## src/hdl/nbtw_pkg.sv

```systemverilog
`timescale 1ns / 1ps
package nbtw_pkg;

  localparam int NBTW_MAX_NESTING = 64;

  // tag types
  localparam logic [3:0] TAG_END      = 4'd0;
  localparam logic [3:0] TAG_BYTE     = 4'd1;
  localparam logic [3:0] TAG_SHORT    = 4'd2;
  localparam logic [3:0] TAG_INT      = 4'd3;
  localparam logic [3:0] TAG_LONG     = 4'd4;
  localparam logic [3:0] TAG_FLOAT    = 4'd5;
  localparam logic [3:0] TAG_DOUBLE   = 4'd6;
  localparam logic [3:0] TAG_BARRAY   = 4'd7;
  localparam logic [3:0] TAG_STRING   = 4'd8;
  localparam logic [3:0] TAG_LIST     = 4'd9;
  localparam logic [3:0] TAG_COMPOUND = 4'd10;
  localparam logic [3:0] TAG_IARRAY   = 4'd11;
  localparam logic [3:0] TAG_LARRAY   = 4'd12;
  localparam logic [7:0] TAG_MAX      = 8'd12;

  // byte roles
  localparam logic [3:0] ROLE_TAG      = 4'd0;
  localparam logic [3:0] ROLE_NLEN     = 4'd1;
  localparam logic [3:0] ROLE_NAME     = 4'd2;
  localparam logic [3:0] ROLE_SCALAR   = 4'd3;
  localparam logic [3:0] ROLE_COUNT    = 4'd4;
  localparam logic [3:0] ROLE_ABODY    = 4'd5;
  localparam logic [3:0] ROLE_SBODY    = 4'd6;
  localparam logic [3:0] ROLE_LTYPE    = 4'd7;
  localparam logic [3:0] ROLE_TRAILING = 4'd8;
  localparam logic [3:0] ROLE_IGNORED  = 4'd9;

  // error codes
  localparam logic [2:0] ERR_NONE      = 3'd0;
  localparam logic [2:0] ERR_UNKNOWN   = 3'd1;
  localparam logic [2:0] ERR_ROOT      = 3'd2;
  localparam logic [2:0] ERR_NEGATIVE  = 3'd3;
  localparam logic [2:0] ERR_LIST_END  = 3'd4;
  localparam logic [2:0] ERR_TOO_DEEP  = 3'd5;
  localparam logic [2:0] ERR_TRUNCATED = 3'd6;

  typedef enum logic [3:0] {
    PH_ROOT, PH_TAG, PH_NLEN, PH_NAME, PH_SCALAR,
    PH_COUNT, PH_BODY, PH_SLEN, PH_SBODY, PH_LTYPE
  } phase_e;

  // follow-up work of a byte that is left pending while the core is busy
  typedef enum logic [1:0] {
    PEND_NONE, PEND_VD, PEND_BEGIN
  } pend_e;

  typedef struct packed {
    logic [7:0] data_byte;
    logic       end_of_buffer;
  } nbtw_in_t;

  typedef struct packed {
    logic [3:0] byte_role;
    logic [3:0] tag_type;
    logic [6:0] nest_level;
    logic [2:0] error_code;
    logic       done_res;
  } nbtw_out_t;

  // fcount of zero marks a compound frame
  typedef struct packed {
    logic [3:0]  ftype;
    logic [31:0] fcount;
  } frame_t;

  typedef struct packed {
    logic        pop;
    logic        upd;
    logic [31:0] cnt;
    logic        push;
    frame_t      frame;
  } stk_op_t;

  typedef struct packed {
    frame_t top;
    frame_t below;
  } stk_view_t;

endpackage

```

## src/hdl/nbtw_frame_stack.sv

```systemverilog
`timescale 1ns / 1ps
// Frame stack: top and next-below frames in registers, the rest in a RAM.
// One op per cycle: optional pop, then optional count update of the new top,
// then optional push.
module nbtw_frame_stack import nbtw_pkg::*; #(
  parameter int MAX_NESTING = NBTW_MAX_NESTING,
  parameter int DW = $clog2(MAX_NESTING + 2)
) (
  input  logic          clk_i,
  input  logic          rst_ni,
  input  stk_op_t       op_i,
  output logic [DW-1:0] depth_o,
  output stk_view_t     view_o
);

  localparam int AW = (MAX_NESTING > 1) ? $clog2(MAX_NESTING) : 1;

  frame_t          mem [MAX_NESTING];
  frame_t          top_q, below_q, base, base_n;
  logic [DW-1:0]   depth_q, de, wi, ri;

  always_comb begin
    base   = op_i.pop ? below_q : top_q;
    base_n = base;
    if (op_i.upd) base_n.fcount = op_i.cnt;
    de = depth_q - DW'(op_i.pop);
    wi = de - DW'(1);
    ri = de - DW'(2);
  end

  always_ff @(posedge clk_i or negedge rst_ni) begin
    if (!rst_ni) begin
      depth_q <= '0;
    end else begin
      depth_q <= op_i.push ? de + DW'(1) : de;
    end
  end

  always_ff @(posedge clk_i) begin
    if (op_i.push) begin
      if (de != '0) mem[wi[AW-1:0]] <= base_n;
      top_q   <= op_i.frame;
      below_q <= base_n;
    end else begin
      top_q <= base_n;
      if (op_i.pop && de >= DW'(2)) below_q <= mem[ri[AW-1:0]];
    end
  end

  assign depth_o      = depth_q;
  assign view_o.top   = top_q;
  assign view_o.below = below_q;

endmodule

```

## src/hdl/nbt_structure_walker_core.sv

```systemverilog
`timescale 1ns / 1ps
// Channel   Signals                              Beat
// in        in_valid_i / in_ready_o / in_data_i  one buffer byte
// out       out_valid_o / out_ready_i / out_data_o  one report per byte
// cfg       byte_order_we_i / byte_order_i       byte order bit, no wait
//
// One byte per cycle while the core is not busy and its output is not stalled.
// A byte whose value ends a list adds a pending step per list frame it closes,
// plus another when it is an End tag; a list of compounds adds a pending step at
// its first element. The frame stack can pop, update and push in a single op.
// Reset clears all control state; the frame RAM needs no clearing.
// A stalled output holds its report and blocks the next byte until it is taken.
module nbt_structure_walker_core import nbtw_pkg::*; #(
  parameter int MAX_NESTING = NBTW_MAX_NESTING
) (
  input  logic      clk_i,
  input  logic      rst_ni,
  input  logic      byte_order_we_i,
  input  logic      byte_order_i,
  input  logic      in_valid_i,
  output logic      in_ready_o,
  input  nbtw_in_t  in_data_i,
  output logic      out_valid_o,
  input  logic      out_ready_i,
  output nbtw_out_t out_data_o
);

  localparam int DW    = $clog2(MAX_NESTING + 2);
  localparam int SLOTS = MAX_NESTING + 1;

  logic            bo_q;
  phase_e          phase_q, phase_d;
  pend_e           pend_q, pend_d;
  logic [34:0]     bleft_q, bleft_d, bl;
  logic [31:0]     lcol_q, lcol_d, cnt;
  logic [2:0]      k_q, k_d;
  logic [3:0]      elem_q, elem_d, ctag_q, ctag_d;
  logic [2:0]      err_q, err_d;
  logic            fin_q, fin_d;
  logic [3:0]      hrole_q, hrole_d, htag_q, htag_d;
  logic            heob_q, heob_d;
  logic            ovalid_q, ovalid_d;
  nbtw_out_t       out_q, out_d;

  stk_op_t         op;
  stk_view_t       view;
  logic [DW-1:0]   depth, dbase, dnext;
  frame_t          base;

  logic            acc, busy, final_v, norm, eob;
  logic [3:0]      role, tag;
  logic            vd_req, vd_below, bp_req;
  logic [3:0]      bp_type;
  logic [7:0]      b;
  logic [1:0]      idx;

  nbtw_frame_stack #(
    .MAX_NESTING(MAX_NESTING),
    .DW         (DW)
  ) u_stack (
    .clk_i  (clk_i),
    .rst_ni (rst_ni),
    .op_i   (op),
    .depth_o(depth),
    .view_o (view)
  );

  assign busy       = pend_q != PEND_NONE;
  assign in_ready_o = !busy && (!ovalid_q || out_ready_i);
  assign acc        = in_valid_i && in_ready_o;
  assign b          = in_data_i.data_byte;

  always_comb begin
    phase_d  = phase_q;
    pend_d   = PEND_NONE;
    bleft_d  = bleft_q;
    lcol_d   = lcol_q;
    k_d      = k_q;
    elem_d   = elem_q;
    ctag_d   = ctag_q;
    err_d    = err_q;
    fin_d    = fin_q;
    hrole_d  = hrole_q;
    htag_d   = htag_q;
    heob_d   = heob_q;
    ovalid_d = ovalid_q && !out_ready_i;
    out_d    = out_q;
    op       = '0;
    final_v  = 1'b0;
    norm     = 1'b0;
    eob      = heob_q;
    role     = hrole_q;
    tag      = htag_q;
    vd_req   = 1'b0;
    vd_below = 1'b0;
    bp_req   = 1'b0;
    bp_type  = view.top.ftype;
    bl       = bleft_q - 35'(bleft_q != '0);
    cnt      = '0;
    idx      = '0;
    base     = view.top;
    dbase    = depth;

    if (busy) begin
      final_v = 1'b1;
      norm    = 1'b1;
      if (pend_q == PEND_VD) vd_req = 1'b1;
      else bp_req = 1'b1;
    end else if (acc) begin
      final_v = 1'b1;
      eob     = in_data_i.end_of_buffer;
      role    = ROLE_IGNORED;
      tag     = TAG_END;
      if (err_q != ERR_NONE) begin
        role = ROLE_IGNORED;
      end else if (fin_q) begin
        role = ROLE_TRAILING;
      end else begin
        norm = 1'b1;
        tag  = ctag_q;
        unique case (phase_q)
          PH_ROOT, PH_TAG: begin
            role = ROLE_TAG;
            if (b > TAG_MAX) begin
              tag   = TAG_END;
              err_d = ERR_UNKNOWN;
            end else if (phase_q == PH_ROOT && b[3:0] != TAG_COMPOUND) begin
              tag   = b[3:0];
              err_d = ERR_ROOT;
            end else if (phase_q == PH_TAG && b == 8'd0) begin
              tag = TAG_END;
              if (depth == '0) fin_d = 1'b1;
              else begin
                vd_req   = 1'b1;
                vd_below = 1'b1;
              end
            end else begin
              tag     = b[3:0];
              ctag_d  = b[3:0];
              phase_d = PH_NLEN;
              bleft_d = 35'd2;
              lcol_d  = '0;
            end
          end
          PH_NLEN, PH_SLEN: begin
            role = (phase_q == PH_NLEN) ? ROLE_NLEN : ROLE_COUNT;
            idx  = 2'd2 - bleft_q[1:0];
            if (!bo_q) lcol_d = {lcol_q[23:0], b};
            else lcol_d = lcol_q | (32'(b) << {idx, 3'b000});
            bleft_d = bl;
            if (bl == '0) begin
              lcol_d = {16'd0, lcol_d[15:0]};
              if (lcol_d == '0) begin
                if (phase_q == PH_NLEN) begin
                  bp_req  = 1'b1;
                  bp_type = ctag_q;
                end else vd_req = 1'b1;
              end else begin
                phase_d = (phase_q == PH_NLEN) ? PH_NAME : PH_SBODY;
                bleft_d = 35'(lcol_d);
              end
            end
          end
          PH_NAME: begin
            role    = ROLE_NAME;
            bleft_d = bl;
            if (bl == '0) begin
              bp_req  = 1'b1;
              bp_type = ctag_q;
            end
          end
          PH_SCALAR, PH_BODY, PH_SBODY: begin
            role = (phase_q == PH_SCALAR) ? ROLE_SCALAR :
                   (phase_q == PH_BODY) ? ROLE_ABODY : ROLE_SBODY;
            bleft_d = bl;
            if (bl == '0) vd_req = 1'b1;
          end
          PH_COUNT: begin
            role = ROLE_COUNT;
            idx  = 2'(3'd4 - k_q);
            if (!bo_q) lcol_d = {lcol_q[23:0], b};
            else lcol_d = lcol_q | (32'(b) << {idx, 3'b000});
            k_d = k_q - 3'(k_q != '0);
            if (k_d == '0) begin
              cnt = lcol_d;
              if (cnt[31]) err_d = ERR_NEGATIVE;
              else if (ctag_q == TAG_LIST) begin
                if (cnt == '0) vd_req = 1'b1;
                else if (elem_q == TAG_END) err_d = ERR_LIST_END;
                else if (depth >= DW'(SLOTS)) err_d = ERR_TOO_DEEP;
                else begin
                  op.push  = 1'b1;
                  op.frame = '{ftype: elem_q, fcount: cnt};
                  if (elem_q == TAG_COMPOUND) pend_d = PEND_BEGIN;
                  else begin
                    bp_req  = 1'b1;
                    bp_type = elem_q;
                  end
                end
              end else begin
                unique case (ctag_q)
                  TAG_BARRAY: bleft_d = {3'b000, cnt};
                  TAG_IARRAY: bleft_d = {1'b0, cnt, 2'b00};
                  default:    bleft_d = {cnt, 3'b000};
                endcase
                if (bleft_d == '0) vd_req = 1'b1;
                else phase_d = PH_BODY;
              end
            end
          end
          PH_LTYPE: begin
            role = ROLE_LTYPE;
            tag  = TAG_LIST;
            if (b > TAG_MAX) err_d = ERR_UNKNOWN;
            else begin
              phase_d = PH_COUNT;
              lcol_d  = '0;
              k_d     = 3'd4;
              elem_d  = b[3:0];
            end
          end
          default: begin
            role = ROLE_IGNORED;
            tag  = TAG_END;
          end
        endcase
      end
    end

    // close a value: the frame below decides what follows
    if (vd_req) begin
      if (vd_below) begin
        base   = view.below;
        dbase  = depth - DW'(1);
        op.pop = 1'b1;
      end
      if (dbase == '0) fin_d = 1'b1;
      else if (base.fcount == '0) phase_d = PH_TAG;
      else if (base.fcount != 32'd1) begin
        op.upd  = 1'b1;
        op.cnt  = base.fcount - 32'd1;
        bp_req  = 1'b1;
        bp_type = base.ftype;
      end else if (vd_below) begin
        pend_d = PEND_VD;
      end else begin
        op.pop = 1'b1;
        if (depth == DW'(1)) fin_d = 1'b1;
        else pend_d = PEND_VD;
      end
    end

    if (bp_req) begin
      ctag_d = bp_type;
      unique case (bp_type)
        TAG_BYTE: begin phase_d = PH_SCALAR; bleft_d = 35'd1; end
        TAG_SHORT: begin phase_d = PH_SCALAR; bleft_d = 35'd2; end
        TAG_INT, TAG_FLOAT: begin phase_d = PH_SCALAR; bleft_d = 35'd4; end
        TAG_LONG, TAG_DOUBLE: begin phase_d = PH_SCALAR; bleft_d = 35'd8; end
        TAG_BARRAY, TAG_IARRAY, TAG_LARRAY: begin
          phase_d = PH_COUNT;
          lcol_d  = '0;
          k_d     = 3'd4;
          elem_d  = TAG_END;
        end
        TAG_STRING: begin phase_d = PH_SLEN; lcol_d = '0; bleft_d = 35'd2; end
        TAG_LIST: phase_d = PH_LTYPE;
        TAG_COMPOUND: begin
          if ((depth - DW'(op.pop)) >= DW'(SLOTS)) begin
            if (err_d == ERR_NONE) err_d = ERR_TOO_DEEP;
          end else begin
            op.push  = 1'b1;
            op.frame = '{ftype: TAG_COMPOUND, fcount: 32'd0};
            phase_d  = PH_TAG;
          end
        end
        default: if (err_d == ERR_NONE) err_d = ERR_LIST_END;
      endcase
    end

    // first error wins
    if (err_q != ERR_NONE) err_d = err_q;
    if (err_d != ERR_NONE) pend_d = PEND_NONE;

    dnext = depth - DW'(op.pop) + DW'(op.push);

    if (acc) begin
      hrole_d = role;
      htag_d  = tag;
      heob_d  = eob;
    end

    if (final_v && pend_d == PEND_NONE) begin
      if (norm && eob && !fin_d && err_d == ERR_NONE) err_d = ERR_TRUNCATED;
      ovalid_d         = 1'b1;
      out_d.byte_role  = role;
      out_d.tag_type   = tag;
      out_d.nest_level = (fin_d && err_d == ERR_NONE) ? 7'd0 : 7'(dnext);
      out_d.error_code = err_d;
      out_d.done_res   = fin_d && err_d == ERR_NONE;
    end
  end

  always_ff @(posedge clk_i or negedge rst_ni) begin
    if (!rst_ni) begin
      bo_q     <= 1'b0;
      phase_q  <= PH_ROOT;
      pend_q   <= PEND_NONE;
      bleft_q  <= '0;
      lcol_q   <= '0;
      k_q      <= '0;
      elem_q   <= '0;
      ctag_q   <= '0;
      err_q    <= ERR_NONE;
      fin_q    <= 1'b0;
      ovalid_q <= 1'b0;
    end else begin
      if (byte_order_we_i) bo_q <= byte_order_i;
      phase_q  <= phase_d;
      pend_q   <= pend_d;
      bleft_q  <= bleft_d;
      lcol_q   <= lcol_d;
      k_q      <= k_d;
      elem_q   <= elem_d;
      ctag_q   <= ctag_d;
      err_q    <= err_d;
      fin_q    <= fin_d;
      ovalid_q <= ovalid_d;
    end
  end

  always_ff @(posedge clk_i) begin
    hrole_q <= hrole_d;
    htag_q  <= htag_d;
    heob_q  <= heob_d;
    out_q   <= out_d;
  end

  assign out_valid_o = ovalid_q;
  assign out_data_o  = out_q;

endmodule
```

## config.mk

```make
export PLATFORM = sky130hd
export DESIGN_NAME = nbt_structure_walker_core
export DESIGN_NICKNAME = d
export VERILOG_FILES = /design/src/hdl/nbtw_pkg.sv /design/src/hdl/nbtw_frame_stack.sv /design/src/hdl/nbt_structure_walker_core.sv
export SDC_FILE = /design/constraint.sdc
export NUM_CORES = 2
export LEC_CHECK = 0
export ABC_CLOCK_PERIOD_IN_PS = 10680
export BUFFER_PORTS_ARGS = -buffer_cell sky130_fd_sc_hd__buf_4
export CORE_MARGIN = 2
export CORE_UTILIZATION = 55
export CTS_CLUSTER_SIZE = 30
export DETAILED_ROUTE_END_ITERATION = 6
export PLACE_DENSITY = 0.81
export SYNTH_ARGS = -nofsm -noshare
export SYNTH_HDL_FRONTEND = slang
export SYNTH_SLANG_ARGS = --single-unit
```

## constraint.sdc

```tcl
create_clock -name clk_i -period 10.68 [get_ports clk_i]
set_clock_uncertainty 0.15 [all_clocks]
set_input_delay 2.136 -clock clk_i [delete_from_list [all_inputs] [get_ports clk_i]]
set_output_delay 2.136 -clock clk_i [all_outputs]
set_load 0.01 [all_outputs]
```

==> Yosys cells after proc, flatten, opt, wreduce, memory -nomap -nowiden <==
Memories as Yosys holds them, arrays and structs flattened.
Cells that the tools add are included.
{ "word_totals": {"regBits": 197, "mem_bits_rw": 2304, "memories": 1} }
{ "mem_list": {"columns": ["name", "depth", "width", "rd", "rd_ports_with_merged_regs", "wr", "line_no", "rtl"], "rows": [
  ["u_stack.mem", 64, 36, 1, 0, 1, "nbtw_frame_stack.sv:18", "frame_t mem [MAX_NESTING];"]
]} }
{ "classes": {"n_addsub": 11, "n_lt_le_gt_ge": 4, "n_eq_ne": 35, "shifts": 2, "n_mux": 275, "bitwise": 2, "reduce_logical": 53} }
{ "op_table": {"columns": ["operator", "count"], "rows": [
  ["$mux W32", 24],
  ["$mux W35", 21],
  ["$mux W37", 14],
  ["$pmux W35 S4", 2],
  ["$mux W4", 67],
  ["$mux W36", 6],
  ["$pmux W32 S4", 1],
  ["$mux W34", 3],
  ["$mux W3", 30],
  ["$mux W1", 72],
  ["$logic_not A35 Y1", 2],
  ["$pmux W34 S2", 1],
  ["$logic_not A32 Y1", 2],
  ["$or A32 B32 Y32", 2],
  ["$shl A8 B5 Y32", 2],
  ["$eq A4 B4 Y1 const B", 10],
  ["$mux W2", 20],
  ["$eq A4 B3 Y1 const B", 9],
  ["$reduce_bool A35 Y1", 1],
  ["$sub A35 B1 Y35", 1],
  ["$mux W33", 1],
  ["$ne A32 B1 Y1 const B", 1],
  ["$sub A32 B1 Y32 const B", 1],
  ["$pmux W4 S3", 2],
  ["other kinds (46)", 87]
]} }

==> Logic depth before layout (Yosys ltp) <==
{ "depth": {"word_depth": 47, "ltp_mapped": 39} }

==> Modules after synthesis <==
From an unflattened synthesis, not the netlist that was laid out.
{ "unflattened": {"cells_unflattened": 5931, "area_unflattened_um2": 105562.5} }
{ "by_module_without_submodules": {"columns": ["mod", "n_inst", "cells_per_inst", "area_per_inst_um2"], "rows": [
  ["nbtw_frame_stack", 1, 4175, 92361.1],
  ["nbt_structure_walker_core", 1, 1756, 13201.4]
]} }

==> Worst setup path after synthesis <==
Ideal clock, no wire load.
{ "synth_path": {"path_kind": "in2reg", "start": "input port in_data_i[8] in the netlist's numbering", "end": "memory u_stack.mem[35][0] in the netlist's numbering (enable)", "arrival_time_ps": 9869, "required_time_ps": 10101, "path_slack_ps": 232, "stages": 29, "path_cell_list": "clkbuf_1 > nor4_2 > nand4_1 > nor3_1 > clkbuf_1 > clkbuf_1 > nand2_1 > and2_1 > ha_1 > clkbuf_1 > nor3b_1 > nand2_1 > clkbuf_1 > nand2_1 > ha_1 > ha_1 > inv_1 > or3_1 > xor2_1 > nand3_1 > a21oi_1 > a31oi_1 > inv_1 > nand3_1 > o31a_1 > or3_1 > buf_2 > buf_6 > nor2_1"} }
{ "synth_via": {"elab_chain_len": 35, "elab_cells_between_ends": 114} }
{ "synth_rtl": {"columns": ["item", "line_no", "rtl"], "rows": [
  ["from (decl)", "nbt_structure_walker_core.sv:22", "input nbtw_in_t in_data_i,"],
  ["$shl A8 B5 Y32", "nbt_structure_walker_core.sv:182", "else lcol_d = lcol_q | (32'(b) << {idx, 3'b000});"],
  ["$or A32 B32 Y32", "nbt_structure_walker_core.sv:182", null],
  ["$mux W32", "nbt_structure_walker_core.sv:181", "if (!bo_q) lcol_d = {lcol_q[23:0], b};"],
  ["$mux W32", "nbt_structure_walker_core.sv:121", "unique case (phase_q)"],
  ["$mux W32", "nbt_structure_walker_core.sv:116", "end else if (fin_q) begin"],
  ["$mux W32", "nbt_structure_walker_core.sv:114", "if (err_q != ERR_NONE) begin"],
  ["$mux W32", "nbt_structure_walker_core.sv:109", "end else if (acc) begin"],
  ["$mux W32", "nbt_structure_walker_core.sv:104", "if (busy) begin"],
  ["(+19 left out)", null, null],
  ["$mux W34", "nbt_structure_walker_core.sv:231", "if (vd_req) begin"],
  ["$sub A7 B1 Y7", "nbtw_frame_stack.sv:26, nbt_structure_walker_core.sv:269", null],
  ["$ge A7 B7 Y1", "nbt_structure_walker_core.sv:269", "if ((depth - DW'(op.pop)) >= DW'(SLOTS)) begin"],
  ["$mux W37", "nbt_structure_walker_core.sv:269", null],
  ["$mux W37", "nbt_structure_walker_core.sv:255", "unique case (bp_type)"],
  ["$mux W37", "nbt_structure_walker_core.sv:253", "if (bp_req) begin"],
  ["$mux W1", "nbtw_frame_stack.sv:40", "if (op_i.push) begin"],
  ["$mux W1 (implied by the code)", "nbtw_frame_stack.sv:41", "if (de != '0) mem[wi[AW-1:0]] <= base_n;"],
  ["to (decl)", "nbtw_frame_stack.sv:18", null]
]} }
Several ways; a longest one is shown, not always the timed one. The select of a mux whose other input is x is not followed.

==> Worst setup path in the final report <==
{ "layout_path": {"start": "register bleft_q[16]", "end": "memory u_stack.mem[14][12] in the netlist's numbering (enable)"} }
{ "layout_via": {"elab_chain_len": 18, "elab_cells_between_ends": 43} }
{ "layout_rtl": {"columns": ["item", "line_no", "rtl"], "rows": [
  ["from (decl)", "nbt_structure_walker_core.sv:34", "logic [34:0] bleft_q, bleft_d, bl;"],
  ["from (signal assigned)", "nbt_structure_walker_core.sv:321", "bleft_q <= bleft_d;"],
  ["$reduce_bool A35 Y1", "nbt_structure_walker_core.sv:98", "bl = bleft_q - 35'(bleft_q != '0);"],
  ["$sub A35 B1 Y35 (*)", "nbt_structure_walker_core.sv:98", null],
  ["$logic_not A35 Y1 (*)", "nbt_structure_walker_core.sv:151, nbt_structure_walker_core.sv:167, nbt_structure_walker_core.sv:176", null],
  ["parallel branches: the longest is 15 deep, another holds $sub A7 B1 Y7", null, null]
]} }
Mark *: on every way between the ends.

==> impl_results.md <==
- Adder-Cell Fraction of Synth Area: 0.00266
- Commonest cells after routing, fill and taps aside: 2,368 x edfxtp_1, 720 x mux4_2, 270 x nor2_1, 240 x nand2_1, 236 x clkbuf_16
- Asr flop ratio synth: 0.0388
- TritonCTS clock tree: yes
- Clk_lat worst skew: 0.92 ns
- PwrDens: 172 nW/um^2
- Layout area overhead: 12.8%
- Number of global-route vias before repair: 59.7k
- Layout Nets: 5,712
- DRC viols: 1
- Inst Count DP: 7,934
- Cell Rows: 159
- Core Box Area: 187,000 sq um
- Final Non-Filler Cells: 8,375
- Hold Buf Count CTS: 0
- Register area share after synthesis: 0.718
- Die height: 438 um
- Fmax: 0.100 GHz
- Hold Vio Cnt, Final: 0
- Synth Warn #: 0
- Worst vdd ir: 0.190 mV
- Static Leakage: 30.1 nW
- Syn Inst Count: 5,515
- R2R depth: 30
- XOR/XNOR Fraction of Synth Area: 0.00567
- Slew Limit Fails: 0
- First-pass GRT wire length: 441,000 um
- Hold path start: lcol_q[29]
- Setup total negative slack: 0 ns
- Hold path cells: 2
- #FFs+latches synth: 2,501
- Gr usage total: 0.322
- Die width: 438 um
- HP Class: register to register
- Final period demand of the worst path: 9.99 ns
- Failing checks: design-rule violations
- Status: finished, violations left
- Vias per cell: 7.24
- Synth unique cells: 98
- Syn Std Cell Area: 103,000 sq um
- Antenna violations before repair: 9
- Worst r2r src: bleft_q[16]
- GRT Residual Overflow: 0
- Rel. slew slack: 0.125
- Worst path max stage delay: 0.79 ns
- Flop-to-flop setup slack: 0.69 ns
- Die Area: 192,000 sq um
- Most common cell after layout, fill and taps aside: edfxtp_1
- Layout cell share with drive strength beyond 1: 0.261
- Clock sink count: 2,501
- Total Power: 20.0 mW
- WP data required: 11.01 ns
- Worst path slowest cell: or3_1
- Worst Hold Endpoint: lcol_q[29]
- Avg WL per Cell: 36.7 um
- Pin count of the biggest net entering global routing: 128
- Largest family of logic cells by synthesized area: multiplexers
- Mux cell area share after synthesis: 0.167
- Compound-gate portion of the synthesized area: 0.0453
- R2R Path End: u_stack.mem[14][12]
- Critical path's most frequent cell: or3_1
- Crit Path Class: register to register
- # IOs: 36
- Final WL: 308,000 um
- Period utilisation layout: 0.936
- DR vias: 60.6k
- Cts repair resizes: 0
- Port-buffer cells: 35
- 1st-iter DRT viols: 10.8k
- Avg Cell Area, Syn: 18.8 sq um
- Worst Path Max Fanout: 36
- CP Capture Type: register
- Synth Area in Simple Gates: 0.0462
- Setup violations, final: 0
- Critical Path Start Type: register
- Max Root-Sink Buffers: 3
- Top FF cell, synth: edfxtp_1
- Max-cap violations: 0
- CTS Buf Count: 234
- Worst Path Arrival: 10.32 ns
- Setup repair after global routing missed its margin: false
- H-tree levels: 4
- Setup Buffers After CTS: 0
- Root Buffer: clkbuf_16
- Post-synth EDFFs: 2,368
- Initial Util: 0.552
- Placer Congestion: 1.04
- DR pass1 iterations: 7
- CTS clock-pin slew for the worst setup and hold paths: 0.06 ns
- Antenna-violating nets left: 0
- HPWL Detailed: 167,000 um
- Post-synthesis net count: 5,552
- Worst-Margin Slew: 1.31 ns
## synthesized netlist by cell type (12+ instances only)
library cell,n,area [sq um]
a211oi_1,34,255
a21oi_1,157,786
a221oi_1,19,166
a22o_1,12,105
a22oi_1,68,510
a31oi_1,30,188
and2_1,25,156
and3_1,17,106
buf_1,28,105
buf_2,26,130
clkbuf_1,278,1040
dfrtp_1,97,2430
dfxtp_1,36,721
edfxtp_1,2368,71100
ha_1,22,275
inv_1,46,173
mux2_2,43,484
mux2i_1,61,611
mux4_2,720,16200
nand2_1,249,935
nand2b_1,23,144
nand3_1,56,280
nand3b_1,21,158
nand4_1,18,113
nor2_1,339,1270
nor2b_1,21,131
nor3_1,75,375
nor4_1,34,213
o211ai_1,25,188
o21ai_0,191,956
o22ai_1,53,332
or3_1,29,181
or4_1,18,135
xnor2_1,40,350
xor2_1,27,236
## worst max path at each step
stage                            start             endpoint  slack (ns)
after floorplan           in_data_i[8]   u_stack.mem[35][0]        0.23
after global placement    in_data_i[2]   u_stack.mem[6][31]        0.94
after detailed placement  in_data_i[2]   u_stack.mem[6][31]        0.83
after CTS                  bleft_q[16]    u_stack.mem[6][0]        0.87
after global routing       bleft_q[16]    u_stack.mem[6][0]        0.36
final                      bleft_q[16]  u_stack.mem[14][12]        0.69
## layout make-up
type	instances	area, sq um
Antenna cell	2	5.00
Tap cell	2495	3120
Multi-Input combinational cell	2629	28500
Clock inverter	171	2070
Timing Repair Buffer	263	2490
Inverter	46	173
Fill cell	12139	70700
Sequential cell	2501	74300
Clock buffer	268	6030
## per-stage QoR
stage	cell area, sq um	util	setup slack, ns	hold WS (ns)
floorplan	103000	-	0.232	0.330
global placement	109000	0.579	0.937	0.351
detailed placement	109000	0.579	0.834	0.370
CTS	117000	0.623	0.866	0.388
global route	117000	0.623	0.361	0.402
finish	117000	0.623	0.687	0.381
## report_power, final
part,internal [mW],switching (mW)
logic,0.163,0.379
registers,10.6,0.0740
clock network,4.95,3.85
## registers in the layout (all words and copies together), names as in the netlist
name and count:
u_stack.depth_o 7, phase_q 4, u_stack.view_o 72, heob_q 1, ctag_q 4, hrole_q 4, out_data_o 19, bleft_q 35
pend_q 2, fin_q 1, u_stack.mem 2304, err_q 3, out_valid_o 1, bo_q 1, k_q 3, lcol_q 32
htag_q 4, elem_q 4
## worst max-delay path, delay by kind of cell (launching register included)
family / cells / cell delay [ns]
AND/OR/NAND/NOR: 15 / 4.52
flip-flops: 1 / 0.50
buffers and inverters: 3 / 0.90
AO/OA/AOI/OAI: 6 / 2.06
adder cells (fa/ha/maj): 4 / 0.77
XOR/XNOR: 2 / 0.65
## cell families after synthesis
kind of cell               Yosys count
AOI/OAI and AO/OA                  727
xor gates and xnor gates            67
muxes                              825
buffers and inverters              385
adders and majority gates           22
DFF                               2501
and+or+nand+nor                    988
## metal layers
| layer | GRT usage | wire length [um] | up-vias |
|---|---|---|---|
| met5 | 0 | 25 | - |
| met4 | 0.147 | 16800 | 4 |
| met3 | 0.0779 | 37200 | 1025 |
| met2 | 0.522 | 150000 | 5263 |
| met1 | 0.417 | 104000 | 31231 |
| li1 | - | - | 23086 |
Power figures use the tool's default switching activity.
